==> src/design/blpg_pkg.sv <==
`timescale 1ns / 1ps

package blpg_pkg;

    localparam int COL_W   = 6;
    localparam int ROW_W   = 5;
    localparam int GLYPH_W = 8;
    localparam int ERR_W   = 8;

    // input tdata layout
    localparam int IN_DATA_W = 32;
    localparam int OUT_DATA_W = 24;

    // command queue between front and walker
    localparam int CQ_DEPTH = 2;
    localparam int CQ_AW    = 1;

    typedef struct packed {
        logic [COL_W-1:0]   col;
        logic [ROW_W-1:0]   row;
        logic [COL_W-1:0]   tcol;
        logic [ROW_W-1:0]   trow;
        logic [COL_W-1:0]   span_x;
        logic [ROW_W-1:0]   span_y;
        logic               step_left;
        logic               step_up;
        logic [ERR_W-1:0]   err;
        logic [GLYPH_W-1:0] glyph;
    } line_cmd_t;

    typedef struct packed {
        logic push;
        logic full;
    } cq_wr_ctl_t;

    typedef enum logic {
        WALK_IDLE,
        WALK_RUN
    } walk_state_t;

endpackage

==> src/design/blpg_front.sv <==
`timescale 1ns / 1ps

module blpg_front #(
    parameter int GRID_COLS = 64,
    parameter int GRID_ROWS = 32
) (
    input  logic                          s_axis_tvalid,
    output logic                          s_axis_tready,
    input  logic [blpg_pkg::IN_DATA_W-1:0] s_axis_tdata,
    input  logic                          cq_full,
    output blpg_pkg::cq_wr_ctl_t          cq_ctl,
    output blpg_pkg::line_cmd_t           cmd
);
    import blpg_pkg::*;

    localparam logic [COL_W-1:0] COL_LIM = COL_W'((GRID_COLS - 1 > 63) ? 63 : GRID_COLS - 1);
    localparam logic [ROW_W-1:0] ROW_LIM = ROW_W'((GRID_ROWS - 1 > 31) ? 31 : GRID_ROWS - 1);

    logic [COL_W-1:0] xs_raw;
    logic [ROW_W-1:0] ys_raw;
    logic [COL_W-1:0] xe_raw;
    logic [ROW_W-1:0] ye_raw;
    logic [COL_W-1:0] xs;
    logic [ROW_W-1:0] ys;
    logic [COL_W-1:0] xe;
    logic [ROW_W-1:0] ye;
    logic             left;
    logic             up;
    logic [COL_W-1:0] sx;
    logic [ROW_W-1:0] sy;

    assign xs_raw = s_axis_tdata[5:0];
    assign ys_raw = s_axis_tdata[10:6];
    assign xe_raw = s_axis_tdata[16:11];
    assign ye_raw = s_axis_tdata[21:17];

    // endpoints saturate to the grid so no point is dropped
    assign xs = (xs_raw > COL_LIM) ? COL_LIM : xs_raw;
    assign ys = (ys_raw > ROW_LIM) ? ROW_LIM : ys_raw;
    assign xe = (xe_raw > COL_LIM) ? COL_LIM : xe_raw;
    assign ye = (ye_raw > ROW_LIM) ? ROW_LIM : ye_raw;

    // equal coordinates count as "toward lower"; the span is zero then
    assign left = !(xs < xe);
    assign up   = !(ys < ye);
    assign sx   = left ? (xs - xe) : (xe - xs);
    assign sy   = up ? (ys - ye) : (ye - ys);

    always_comb
    begin
        cmd.col       = xs;
        cmd.row       = ys;
        cmd.tcol      = xe;
        cmd.trow      = ye;
        cmd.span_x    = sx;
        cmd.span_y    = sy;
        cmd.step_left = left;
        cmd.step_up   = up;
        cmd.err       = {2'b00, sx} - {3'b000, sy};
        cmd.glyph     = s_axis_tdata[29:22];
    end

    assign s_axis_tready = !cq_full;
    assign cq_ctl.push   = s_axis_tvalid && !cq_full;
    assign cq_ctl.full   = cq_full;

endmodule

==> src/design/blpg_cmd_queue.sv <==
`timescale 1ns / 1ps

module blpg_cmd_queue (
    input  logic                 clk,
    input  logic                 rst_n,
    input  blpg_pkg::cq_wr_ctl_t wr_ctl,
    input  blpg_pkg::line_cmd_t  wr_cmd,
    output logic                 full,
    output logic                 not_empty,
    input  logic                 pop,
    output blpg_pkg::line_cmd_t  rd_cmd
);
    import blpg_pkg::*;

    line_cmd_t        mem [CQ_DEPTH];
    logic [CQ_AW-1:0] wr_ptr_reg;
    logic [CQ_AW-1:0] wr_ptr_next;
    logic [CQ_AW-1:0] rd_ptr_reg;
    logic [CQ_AW-1:0] rd_ptr_next;
    logic [CQ_AW:0]   count_reg;
    logic [CQ_AW:0]   count_next;
    logic             do_push;
    logic             do_pop;

    assign full      = (count_reg == (CQ_AW+1)'(CQ_DEPTH));
    assign not_empty = (count_reg != '0);
    assign do_push   = wr_ctl.push && !wr_ctl.full;
    assign do_pop    = pop && not_empty;
    assign rd_cmd    = mem[rd_ptr_reg];

    always_comb
    begin
        wr_ptr_next = wr_ptr_reg + (do_push ? CQ_AW'(1) : CQ_AW'(0));
        rd_ptr_next = rd_ptr_reg + (do_pop ? CQ_AW'(1) : CQ_AW'(0));
        count_next  = count_reg + (do_push ? (CQ_AW+1)'(1) : (CQ_AW+1)'(0))
                                - (do_pop ? (CQ_AW+1)'(1) : (CQ_AW+1)'(0));
    end

    always_ff @(posedge clk)
    begin
        if (do_push)
        begin
            mem[wr_ptr_reg] <= wr_cmd;
        end
    end

    always_ff @(posedge clk or negedge rst_n)
    begin
        if (!rst_n)
        begin
            wr_ptr_reg <= '0;
            rd_ptr_reg <= '0;
            count_reg  <= '0;
        end
        else
        begin
            wr_ptr_reg <= wr_ptr_next;
            rd_ptr_reg <= rd_ptr_next;
            count_reg  <= count_next;
        end
    end

endmodule

==> src/design/blpg_walker.sv <==
`timescale 1ns / 1ps

module blpg_walker #(
    parameter int GRID_COLS = 64
) (
    input  logic                            clk,
    input  logic                            rst_n,
    input  logic                            cq_not_empty,
    input  blpg_pkg::line_cmd_t             cq_cmd,
    output logic                            cq_pop,
    output logic                            m_axis_tvalid,
    input  logic                            m_axis_tready,
    output logic [blpg_pkg::OUT_DATA_W-1:0] m_axis_tdata,
    output logic                            m_axis_tuser,
    output logic                            m_axis_tlast
);
    import blpg_pkg::*;

    walk_state_t        state_reg;
    walk_state_t        state_next;
    line_cmd_t          cur_reg;
    line_cmd_t          cur_next;

    logic               out_valid_reg;
    logic               out_valid_next;
    logic [COL_W-1:0]   out_col_reg;
    logic [COL_W-1:0]   out_col_next;
    logic [ROW_W-1:0]   out_row_reg;
    logic [ROW_W-1:0]   out_row_next;
    logic [GLYPH_W-1:0] out_glyph_reg;
    logic [GLYPH_W-1:0] out_glyph_next;
    logic               out_right_reg;
    logic               out_right_next;
    logic               out_last_reg;
    logic               out_last_next;

    logic               slot_free;
    logic               done;
    logic signed [ERR_W:0] e2;
    logic signed [ERR_W:0] neg_sy;
    logic signed [ERR_W:0] pos_sx;
    logic               move_x;
    logic               move_y;
    logic [ERR_W:0]     err_upd;

    assign slot_free = !out_valid_reg || m_axis_tready;
    assign done      = (cur_reg.col == cur_reg.tcol) && (cur_reg.row == cur_reg.trow);

    assign e2     = signed'({cur_reg.err, 1'b0});
    assign pos_sx = signed'({{(ERR_W+1-COL_W){1'b0}}, cur_reg.span_x});
    assign neg_sy = -signed'({{(ERR_W+1-ROW_W){1'b0}}, cur_reg.span_y});
    assign move_x = e2 > neg_sy;
    assign move_y = e2 < pos_sx;

    always_comb
    begin
        err_upd = {cur_reg.err[ERR_W-1], cur_reg.err};
        if (move_x)
        begin
            err_upd = err_upd - {{(ERR_W+1-ROW_W){1'b0}}, cur_reg.span_y};
        end
        if (move_y)
        begin
            err_upd = err_upd + {{(ERR_W+1-COL_W){1'b0}}, cur_reg.span_x};
        end
    end

    always_comb
    begin
        state_next     = state_reg;
        cur_next       = cur_reg;
        cq_pop         = 1'b0;
        out_valid_next = out_valid_reg && !m_axis_tready;
        out_col_next   = out_col_reg;
        out_row_next   = out_row_reg;
        out_glyph_next = out_glyph_reg;
        out_right_next = out_right_reg;
        out_last_next  = out_last_reg;

        case (state_reg)
            WALK_IDLE:
            begin
                if (cq_not_empty)
                begin
                    cq_pop     = 1'b1;
                    cur_next   = cq_cmd;
                    state_next = WALK_RUN;
                end
            end
            WALK_RUN:
            begin
                if (slot_free)
                begin
                    out_valid_next = 1'b1;
                    out_col_next   = cur_reg.col;
                    out_row_next   = cur_reg.row;
                    out_glyph_next = cur_reg.glyph;
                    // double-width cell, except in the last grid column
                    out_right_next = ({1'b0, cur_reg.col} + (COL_W+1)'(1))
                                     < (COL_W+1)'(GRID_COLS);
                    out_last_next  = done;
                    if (done)
                    begin
                        state_next = WALK_IDLE;
                    end
                    else
                    begin
                        if (move_x)
                        begin
                            cur_next.col = cur_reg.step_left ? cur_reg.col - COL_W'(1)
                                                             : cur_reg.col + COL_W'(1);
                        end
                        if (move_y)
                        begin
                            cur_next.row = cur_reg.step_up ? cur_reg.row - ROW_W'(1)
                                                           : cur_reg.row + ROW_W'(1);
                        end
                        cur_next.err = err_upd[ERR_W-1:0];
                    end
                end
            end
            default:
            begin
                state_next = WALK_IDLE;
            end
        endcase
    end

    always_ff @(posedge clk or negedge rst_n)
    begin
        if (!rst_n)
        begin
            state_reg     <= WALK_IDLE;
            out_valid_reg <= 1'b0;
        end
        else
        begin
            state_reg     <= state_next;
            out_valid_reg <= out_valid_next;
        end
    end

    always_ff @(posedge clk)
    begin
        cur_reg       <= cur_next;
        out_col_reg   <= out_col_next;
        out_row_reg   <= out_row_next;
        out_glyph_reg <= out_glyph_next;
        out_right_reg <= out_right_next;
        out_last_reg  <= out_last_next;
    end

    assign m_axis_tvalid = out_valid_reg;
    assign m_axis_tdata  = {5'b00000, out_glyph_reg, out_row_reg, out_col_reg};
    assign m_axis_tuser  = out_right_reg;
    assign m_axis_tlast  = out_last_reg;

endmodule

==> src/design/bresenham_line_point_generator_top.sv <==
`timescale 1ns / 1ps

// Channel  Dir  Signals                        Contents (lowest bit up)
// s_axis   in   tvalid tready tdata[31:0]      x_start[5:0] y_start[10:6] x_end[16:11]
//                                              y_end[21:17] glyph[29:22]
// m_axis   out  tvalid tready tdata[23:0]      cell_col[5:0] cell_row[10:6] cell_glyph[18:11]
//               tuser tlast                    tuser = also_right, tlast = last_point
//
// A line of max(|dx|,|dy|)+1 points leaves the walker's error/coordinate register loop at
// one point per cycle when not stalled; its idle state then pops the next queued request.
// Up to two requests wait in the queue, so the input keeps accepting while a line walks.
// Output stalls hold the walker in place; nothing is lost or repeated.
// Reset (rst_n low, asynchronous) empties the queue and the output register.

module bresenham_line_point_generator_top #(
    parameter int GRID_COLS = 64,
    parameter int GRID_ROWS = 32
) (
    input  logic                            clk,
    input  logic                            rst_n,
    input  logic                            s_axis_tvalid,
    output logic                            s_axis_tready,
    input  logic [blpg_pkg::IN_DATA_W-1:0]  s_axis_tdata,  // x_start y_start x_end y_end glyph
    output logic                            m_axis_tvalid,
    input  logic                            m_axis_tready,
    output logic [blpg_pkg::OUT_DATA_W-1:0] m_axis_tdata,  // cell_col cell_row cell_glyph
    output logic                            m_axis_tuser,  // also_right
    output logic                            m_axis_tlast   // last_point
);
    import blpg_pkg::*;

    cq_wr_ctl_t wr_ctl;
    line_cmd_t  front_cmd;
    line_cmd_t  head_cmd;
    logic       cq_full;
    logic       cq_not_empty;
    logic       cq_pop;

    blpg_front #(
        .GRID_COLS (GRID_COLS),
        .GRID_ROWS (GRID_ROWS)
    ) u_front (
        .s_axis_tvalid (s_axis_tvalid),
        .s_axis_tready (s_axis_tready),
        .s_axis_tdata  (s_axis_tdata),
        .cq_full       (cq_full),
        .cq_ctl        (wr_ctl),
        .cmd           (front_cmd)
    );

    blpg_cmd_queue u_queue (
        .clk       (clk),
        .rst_n     (rst_n),
        .wr_ctl    (wr_ctl),
        .wr_cmd    (front_cmd),
        .full      (cq_full),
        .not_empty (cq_not_empty),
        .pop       (cq_pop),
        .rd_cmd    (head_cmd)
    );

    blpg_walker #(
        .GRID_COLS (GRID_COLS)
    ) u_walker (
        .clk           (clk),
        .rst_n         (rst_n),
        .cq_not_empty  (cq_not_empty),
        .cq_cmd        (head_cmd),
        .cq_pop        (cq_pop),
        .m_axis_tvalid (m_axis_tvalid),
        .m_axis_tready (m_axis_tready),
        .m_axis_tdata  (m_axis_tdata),
        .m_axis_tuser  (m_axis_tuser),
        .m_axis_tlast  (m_axis_tlast)
    );

endmodule

==> config.mk <==
export PLATFORM = sky130hd
export DESIGN_NAME = bresenham_line_point_generator_top
export DESIGN_NICKNAME = d
export VERILOG_FILES = /design/src/design/blpg_pkg.sv /design/src/design/blpg_front.sv /design/src/design/blpg_cmd_queue.sv /design/src/design/blpg_walker.sv /design/src/design/bresenham_line_point_generator_top.sv
export SDC_FILE = /design/constraint.sdc
export NUM_CORES = 1
export LEC_CHECK = 0
export BUFFER_PORTS_ARGS = -buffer_cell sky130_fd_sc_hd__buf_2
export CAP_MARGIN = 20
export CORE_MARGIN = 2
export CORE_UTILIZATION = 50
export CTS_BUF_LIST = sky130_fd_sc_hd__clkbuf_4 sky130_fd_sc_hd__clkbuf_8 sky130_fd_sc_hd__clkbuf_16
export CTS_CLUSTER_SIZE = 10
export DETAILED_ROUTE_END_ITERATION = 10
export PLACE_DENSITY = 0.68
export REMOVE_ABC_BUFFERS = 1
export SLEW_MARGIN = 20
export SYNTH_ARGS = -nofsm -noshare
export SYNTH_HDL_FRONTEND = slang
export SYNTH_HIERARCHICAL = 1
export SYNTH_SLANG_ARGS = --single-unit
==> constraint.sdc <==
create_clock -name clk -period 5.1 [get_ports clk]
set_input_delay 1.275 -clock clk [delete_from_list [all_inputs] [get_ports clk]]
set_output_delay 1.275 -clock clk [all_outputs]
set_load 0.1 [all_outputs]
# Yosys cells after proc, flatten, opt, wreduce, memory -nomap -nowiden
# Memories as Yosys holds them, arrays and structs flattened.
# Index checks and enable logic that the tools add are counted.
[classes]
n_addsub = 17
magnitude_cmp = 9
eq_ne = 8
muxes = 31
bitwise = 1
n_reduce_logical = 17
[op_table]
columns = ["cell", "count"]
rows = [
  ["2-to-1 mux 51 bit", 1],
  ["2-to-1 mux 8 bit", 4],
  ["2-to-1 mux 6 bit", 5],
  ["2-to-1 mux 5 bit", 5],
  ["2-to-1 mux 11 bit", 2],
  ["one-hot mux 11 bit (2 select lines)", 1],
  ["one-hot mux 8 bit (2 select lines)", 1],
  ["greater-than comparator 6 bit, second input constant", 2],
  ["subtractor 6 bit", 2],
  ["2-to-1 mux 1 bit", 11],
  ["greater-than comparator 5 bit, second input constant", 2],
  ["!= test 2 bit, second input constant", 5],
  ["subtractor 5 bit", 2],
  ["greater-than comparator 9 bit", 1],
  ["< comparator 9 x 7 -> 1 bit", 1],
  ["negator 5 -> 9 bit", 1],
  ["adder 8 x 6 -> 8 bit", 1],
  ["AND reduction 4 bit", 2],
  ["subtractor 8 x 6 -> 8 bit", 1],
  ["adder 6 x 1 -> 7 bit, second input constant", 1],
  ["< comparator 7 bit, second input constant", 1],
  ["subtractor 6 x 5 -> 7 bit", 1],
  ["adder 6 x 1 -> 6 bit, second input constant", 1],
  ["equality test 6 bit", 1],
  ["other kinds (18)", 28],
]
[word_totals]
ff_bits = 78
ramBits = 102
output_inout_bits = 28
elab_cells = 104
mem_count = 1
[memory_table]
columns = ["memory", "depth", "width", "rd", "rd_clocked_by_memory_dff", "wr", "line", "text"]
rows = [
  ["u_queue.mem", 2, 51, 1, 0, 1, "blpg_cmd_queue.sv:15", "line_cmd_t mem [CQ_DEPTH];"],
]

# Longest topological paths before layout
# Gate-level depths: netlist of run 1.
[logic_depth]
depth_word = 8
ltp_mapped = 22

# Cells and area by module
# The synthesis of run 1 kept the hierarchy.
[modules_own_cells]
columns = ["module", "instances", "cells_each", "area_each_um2", "seq_area_each_um2"]
rows = [
  ["blpg_walker", 1, 332, 3990.1, 2212.1],
  ["blpg_cmd_queue", 1, 182, 3900.0, 3163.0],
  ["blpg_front", 1, 189, 1326.3, 0.0],
]

# Least setup slack after synthesis of run 1
# No wires, ideal clock.
[synth_path]
kind = "reg2reg"
startpoint = "register u_walker/cur_reg[19] (netlist name)"
endpoint = "register u_walker/cur_reg[15] (netlist name), data pin"
arrival_time_ns = 4.122
t_required_ns = 4.961
slack_ns = 0.839
path_stages_with_launch = 21
path_buffers = 1
synth_period_minus_slack_ns = 4.261
cell_sequence = "edfxtp_1 inv_1 ha_1 inv_1 nor3_1 ha_1 inv_1 ha_1 and3_1 a21boi_1 o211ai_2 buf_2 mux2_2 ha_1 a211oi_2 nor2_1 o41a_1 a22oi_1 nor2b_1 or4_1 nand3_1"
[synth_lines]
columns = ["item", "line", "text"]
rows = [
  ["from (decl)", "blpg_walker.sv:21", "line_cmd_t cur_reg;"],
  ["from (signal assigned)", "blpg_walker.sv:145", "cur_reg <= cur_next;"],
]

==> results of run 1 <==
worst max path at each step:
stage / startpoint / to / slack, ps / depth (start not counted)
after floorplan: u_walker/cur_reg[19]$_DFFE_PP_ / u_walker/cur_reg[15]$_DFFE_PP_ / 840 / 19
after global placement: u_walker/cur_reg[19]$_DFFE_PP_ / u_walker/cur_reg[15]$_DFFE_PP_ / 490 / 19
after detailed placement: u_walker/cur_reg[19]$_DFFE_PP_ / u_walker/cur_reg[15]$_DFFE_PP_ / 340 / 19
after CTS: u_walker/cur_reg[19]$_DFFE_PP_ / u_walker/cur_reg[15]$_DFFE_PP_ / 310 / 19
after global routing: u_walker/cur_reg[19]$_DFFE_PP_ / u_walker/cur_reg[15]$_DFFE_PP_ / 60 / 19
final: u_walker/cur_reg[19]$_DFFE_PP_ / u_walker/cur_reg[15]$_DFFE_PP_ / 420 / 19
area by class of cell:
| cell class | instances | area (um^2) |
|---|---|---|
| well taps | 229 | 286.5 |
| fillers | 1490 | 7864 |
| multi-input cells | 407 | 3354 |
| repair buffers | 61 | 317.8 |
| flip-flops and latches | 180 | 5376 |
| clock buffers | 17 | 425.4 |
| clock inverters | 15 | 153.9 |
| inverters | 65 | 246.5 |
where the power goes:
group | internal (uW) | switching, uW | total, uW
sequential | 2120 | 189 | 2310
combinational | 747 | 1180 | 1930
clock | 724 | 548 | 1270
total | 3590 | 1920 | 5510
cell usage in the layout, fill, tap and decap left out, types with 18 or more instances in the layout:
master    count
a21oi_1      30
buf_2        56
edfxtp_1    174
ha_1         56
inv_1        62
mux2_1       18
mux2_2       35
nand2_1      37
nor2_1       27
o21ai_0      26
xor2_1       22
metal layers:
layer  vias up  global-route usage  wire length, um
met5         -                   0                0
met4         0             0.06368              274
met3        23             0.04061              640
met2       140              0.3083             8696
met1      2654              0.2388             7648
li1       2559                   -                -
timing repair:
item,CTS,global route
gates resized for setup,0,1
hold buffers,0,0
endpoints found under the setup margin,0,1
Yosys cell counts (4+ instances only):
master and instances:
a21o_1 11, nand2_1 37, buf_4 17, mux2_2 35, a21oi_1 30, nand4_1 7
nor3_1 8, or2_2 4, o21a_1 4, mux2i_1 8, nand3_1 6, xnor2_1 17
nor2b_1 10, buf_2 9, dfrtp_1 6, mux2_1 18, clkbuf_1 28, edfxtp_1 174
o21ai_0 26, fa_1 8, xor2_1 22, nand2b_1 7, inv_1 62, ha_1 57
nor2_1 28
worst max-delay path: stages (launching register included):
cell and delay (ps):
edfxtp_1 450, inv_1 150, ha_1 200, inv_1 60
nor3_1 170, ha_1 260, inv_1 60, ha_1 220
and3_1 160, a21boi_1 150, o211ai_4 380, mux2_2 430
ha_1 320, a211oi_2 180, nor2_1 100, o41a_1 360
a22oi_1 170, nor2b_1 90, or4_1 530, nand3_1 100
cell families after synthesis:
group                      after synthesis  synth area share
buffers and inverters                  120           0.05729
muxes                                   61           0.07345
AOI/OAI and AO/OA                      110           0.08268
and+or+nand+nor                        125           0.06829
xor gates and xnor gates                40           0.03883
adders and majority gates               66           0.09584
DFF                                    180            0.5832
other                                    1         0.0004069
metrics by stage:
step,hold slack (ps),util,instance area (um^2),setup slack [ps]
6_report,421.9,0.5637,10160,419.2
5_1_grt,427.7,0.5637,10160,62.44
4_1_cts,421.6,0.5632,10150,307.0
3_5_place_dp,406.1,0.5311,9573,337.8
3_3_place_gp,401.8,0.5311,9573,489.1
2_1_floorplan,400.3,-,8950,840.3
==> impl_metrics.env, run 1 <==
export IMPL_max_slew_margin=0.4079
export IMPL_fp_coreArea_um2=18020
export IMPL_hpwl_mm=12.10
export IMPL_min_from="u_walker/cur_reg[4]$_DFFE_PP_"
export IMPL_drive_above_1_share=0.2000
export IMPL_ir_drop_v=0.0002998
export IMPL_r2r_end="u_walker/cur_reg[15]$_DFFE_PP_"
export IMPL_maxCapViolations=0
export IMPL_synth_distinct_cells=70
export IMPL_syn_to_final_growth_pct=10.25
export IMPL_rows=49
export IMPL_die_h_um=139.8
export IMPL_final_cells=974
export IMPL_min_period_ps=4681
export IMPL_total_power_uw=5513
export IMPL_grt_pass1_wl_mm=28.05
export IMPL_avgSynthCellArea_um2=13.11
export IMPL_grt_usage=0.1843
export IMPL_ys_seq_area_frac=0.5832
export IMPL_slew_violations=0
export IMPL_crit_fanout=13
export IMPL_outcome="finished, final reports clean"
export IMPL_hp_class="reg2reg"
export IMPL_clkTransAtPathRegs_ps=70
export IMPL_vias=5376
export IMPL_crit_type="reg2reg"
export IMPL_numCtsBuffers=17
export IMPL_finalSetupViolCount=0
export IMPL_grt_pass1_vias=5516
export IMPL_cts_root_buf="clkbuf_16"
export IMPL_cts_sinks=180
export IMPL_r2r_setup_slack_ps=420
export IMPL_r2r_cells=19
export IMPL_critical_path_startpoint_type="register"
export IMPL_ys_seq_elements=180
export IMPL_num_nets_final=833
export IMPL_worstHoldPathCells=0
export IMPL_whs_endpoint="u_walker/out_glyph_reg[4]$_DFFE_PP_"
export IMPL_end_kind="register"
export IMPL_tns_ps=0
export IMPL_synth_top_cell_by_area="edfxtp_1"
export IMPL_overflow=0
export IMPL_cts_max_level=4
export IMPL_grt_start_max_net_pins=29
export IMPL_io_pins=64
export IMPL_wl_mm=17.26
export IMPL_place_congestion=0.8469
export IMPL_io_buffers=56
export IMPL_synth_edf_count=174
export IMPL_crit_required_ps=5380
export IMPL_synthCells=703
export IMPL_drt_antenna_violating_nets=0
export IMPL_drc=0
export IMPL_synth_top_area_share=0.5669
export IMPL_finClkSkew_ps=10.74
export IMPL_wl_per_cell_um=17.72
export IMPL_die_area_um2=19530
export IMPL_largest_reg_flops=102
export IMPL_timing_final_crit_share=0.9178
export IMPL_drt_iter0_markers=469
export IMPL_async_flop_share=0.03333
export IMPL_worst_pin_slew_ps=888.1
export IMPL_cp_arrival_ps=4960
export IMPL_postCtsSetupBuffers=0
export IMPL_syn_cell_area_um2=9216
export IMPL_p_per_area_nw_per_um2=542.6
export IMPL_fmax_mhz=213.6
export IMPL_ys_top_cells_by_area="edfxtp_1, ha_1, mux2_2, inv_1, mux2_1"
export IMPL_num_antenna_cells=0
export IMPL_timing_rr_start="u_walker/cur_reg[19]$_DFFE_PP_"
export IMPL_firstDrtPassIters=5
export IMPL_avgViaCountPerCell=5.520
export IMPL_p_leak_uw=0.003972
export IMPL_ys_warn_count=6
export IMPL_dp_cells=942
export IMPL_insertion_delay_ps=420
export IMPL_clk_path_buf_depth=2
export IMPL_synthFlopType="edfxtp_1"
export IMPL_hold_violations=0
export IMPL_antenna_found_initial=0
export IMPL_rsz0062_at_grt="no"
export IMPL_floorplan_initialDensity=0.5113
export IMPL_die_w_um=139.8
export IMPL_cts_tree="done"
Power figures use the tool's default switching activity.
==> run 2, diff against run 1 <==
--- a/config.mk
+++ b/config.mk
@@ -7,12 +7,14 @@
 export LEC_CHECK = 0
 export BUFFER_PORTS_ARGS = -buffer_cell sky130_fd_sc_hd__buf_2
 export CAP_MARGIN = 20
+export CELL_PAD_IN_SITES_DETAIL_PLACEMENT = 1
+export CELL_PAD_IN_SITES_GLOBAL_PLACEMENT = 2
 export CORE_MARGIN = 2
-export CORE_UTILIZATION = 50
+export CORE_UTILIZATION = 43
 export CTS_BUF_LIST = sky130_fd_sc_hd__clkbuf_4 sky130_fd_sc_hd__clkbuf_8 sky130_fd_sc_hd__clkbuf_16
 export CTS_CLUSTER_SIZE = 10
 export DETAILED_ROUTE_END_ITERATION = 10
-export PLACE_DENSITY = 0.68
+export PLACE_DENSITY_LB_ADDON = 0.1
 export REMOVE_ABC_BUFFERS = 1
 export SLEW_MARGIN = 20
 export SYNTH_ARGS = -nofsm -noshare
==> run 2 against run 1 <==
Effect of this change:
- routed wire length increased by 15%
- first-iteration DRC count decreased by 54%
- worst hold slack got worse by 2.2 ps
- total power increased by 2.5%
- die area increased by 16%
- fmax decreased by 2.1%
- flip-flop and latch count unchanged
- count of clock-buffer cells in the layout unchanged
- register-to-register slack got worse by 100 ps
- setup slack got worse by 100 ps
- design area increased by 1.1%
- utilization decreased by 7.5 points
- largest cell class unchanged
- highest routed layer unchanged
==> impl_metrics.env, run 2 (synthesis results as in run 1) <==
export IMPL_die_w_um=150.4
export IMPL_overflow=0
export IMPL_multi_input_area_um2=3346
export IMPL_pre_cts_slack_ps=381.3
export IMPL_vias=5385
export IMPL_cp_arrival_ps=5080
export IMPL_ir_drop_v=0.0002639
export IMPL_fillers=2110
export IMPL_grt_pass1_vias=5871
export IMPL_final_cell_mix="edfxtp_1, inv_1, buf_2, ha_1, nand2_1"
export IMPL_grt_start_max_net_pins=47
export IMPL_numCtsBuffers=17
export IMPL_insertion_delay_ps=440
export IMPL_rows=53
export IMPL_fin_util=0.4886
export IMPL_rsz0062_at_grt="no"
export IMPL_max_slew_margin=0.4915
export IMPL_largest_reg_flops=102
export IMPL_p_leak_uw=0.004010
export IMPL_end_kind="register"
export IMPL_crit_type="reg2reg"
export IMPL_postCtsSetupBuffers=0
export IMPL_drt_antenna_violating_nets=0
export IMPL_outcome="finished, final reports clean"
export IMPL_seq_area_um2=5376
export IMPL_cts_max_level=4
export IMPL_p_per_area_nw_per_um2=549.9
export IMPL_drive_above_1_share=0.2059
export IMPL_num_nets_final=836
export IMPL_finClkSkew_ps=9.492
export IMPL_avgViaCountPerCell=5.264
export IMPL_drt_iter0_markers=214
export IMPL_hold_violations=0
export IMPL_hp_class="reg2reg"
export IMPL_critical_path_cell_chain="inv_1 -> ha_1 -> inv_1 -> nor3_1 -> ha_1 -> inv_1 -> ha_1 -> and3_1 -> a21boi_1 -> o211ai_2 -> buf_4 -> o31ai_1 -> ha_1 -> o21ai_0 -> nor2_1 -> o41a_1 -> a22oi_1 -> nor2b_1 -> or4_1 -> nand3_1"
export IMPL_layout_commonest_cell="edfxtp_1"
export IMPL_firstDrtPassIters=4
export IMPL_die_area_um2=22620
export IMPL_io_pins=64
export IMPL_cpMaxStageDelayCell="or4_1"
export IMPL_maxCapViolations=0
export IMPL_crit_fanout=8
export IMPL_timing_final_crit_share=0.9376
export IMPL_grt_usage=0.1884
export IMPL_tns_ps=0
export IMPL_grt_pass1_wl_mm=31.77
export IMPL_worst_pin_slew_ps=762.7
export IMPL_cts_hold_buf=0
export IMPL_cts_root_buf="clkbuf_16"
export IMPL_whs_ps=419.7
export IMPL_fmax_mhz=209.1
export IMPL_slew_violations=0
export IMPL_wl_mm=19.89
export IMPL_crit_required_ps=5400
export IMPL_fin_ws_ps=318.1
export IMPL_total_power_uw=5648
export IMPL_antenna_found_initial=0
export IMPL_drc=0
export IMPL_min_period_ps=4782
export IMPL_max_stage_delay_ps=520
export IMPL_place_congestion=0.7948
export IMPL_io_buffers=56
export IMPL_die_h_um=150.4
export IMPL_syn_to_final_growth_pct=11.44
export IMPL_num_antenna_cells=0
export IMPL_wl_per_cell_um=19.44
export IMPL_cpMostUsedCell="ha_1"
export IMPL_cts_resized=0
export IMPL_clk_path_buf_depth=2
export IMPL_hpwl_mm=14.14
export IMPL_finalSetupViolCount=0
export IMPL_cts_sinks=180
export IMPL_fp_coreArea_um2=21020
export IMPL_floorplan_initialDensity=0.4384
export IMPL_clkTransAtPathRegs_ps=70
export IMPL_cts_tree="done"
export IMPL_critical_path_startpoint_type="register"
==> run 2: changes by cell type in the layout (fill, tap and decap cells not counted), sizes merged <==
cell	delta
buf	+3
clkinv	+2
inv	+1
clkinvlp	-2
bufinv	-1
==> run 2: final timing paths <==
| path | startpoint | to | slack (ps) | cells after the start |
|---|---|---|---|---|
| setup reg to reg | u_walker/cur_reg[19]$_DFFE_PP_ | u_walker/cur_reg[15]$_DFFE_PP_ | 320 | 20 |
| max in group asynchronous | rst_n | u_queue/rd_ptr_reg$_DFF_PN0_ | 4270 | 1 |
| hold reg to reg | u_walker/cur_reg[4]$_DFFE_PP_ | u_walker/out_glyph_reg[4]$_DFFE_PP_ | 420 | 0 |
| hold / removal | u_walker/cur_reg[4]$_DFFE_PP_ | u_walker/out_glyph_reg[4]$_DFFE_PP_ | 420 | 0 |
| min in group asynchronous | rst_n | u_queue/count_reg[0]$_DFF_PN0_ | 650 | 1 |
| setup / recovery | u_walker/cur_reg[19]$_DFFE_PP_ | u_walker/cur_reg[15]$_DFFE_PP_ | 320 | 20 |
==> run 2: critical path: cells and delay by family (launching register included) <==
kind / cells / cell delay, ps
buffers and inverters: 4 / 480
DFF: 1 / 440
AOI/OAI and AO/OA: 6 / 1550
and+or+nand+nor: 6 / 1180
adders and majority gates: 4 / 980
==> run 2: area by class of cell <==
cell class                 instances  area share
tap                              275     0.03350
timing repair buffer              64     0.03313
clock buffer                      17     0.04142
inverter                          65     0.02400
clock inverter                    15     0.01876
multi-input combinational        407      0.3257
sequential                       180      0.5235
==> run 2: metrics by stage <==
step	cells	instance area, um^2
finish	1023	10270
global route	1023	10270
CTS	1023	10270
detailed placement	991	9653
global placement	991	9653
floorplan	652	8950
==> run 2: per-layer routing <==
layer / vias up / part of all wire / track usage / wire (um)
met5: - / 0 / 0 / 0
met4: 0 / 0.012 / 0.05613 / 238
met3: 18 / 0.024 / 0.03333 / 486
met2: 72 / 0.51 / 0.3277 / 10110
met1: 2728 / 0.46 / 0.2405 / 9056
li1: 2567 / - / - / -
==> run 2: power by group <==
group	internal, uW	switching [uW]
Combinational	759	1240
Sequential	2120	195
Clock	707	627
Total	3590	2060
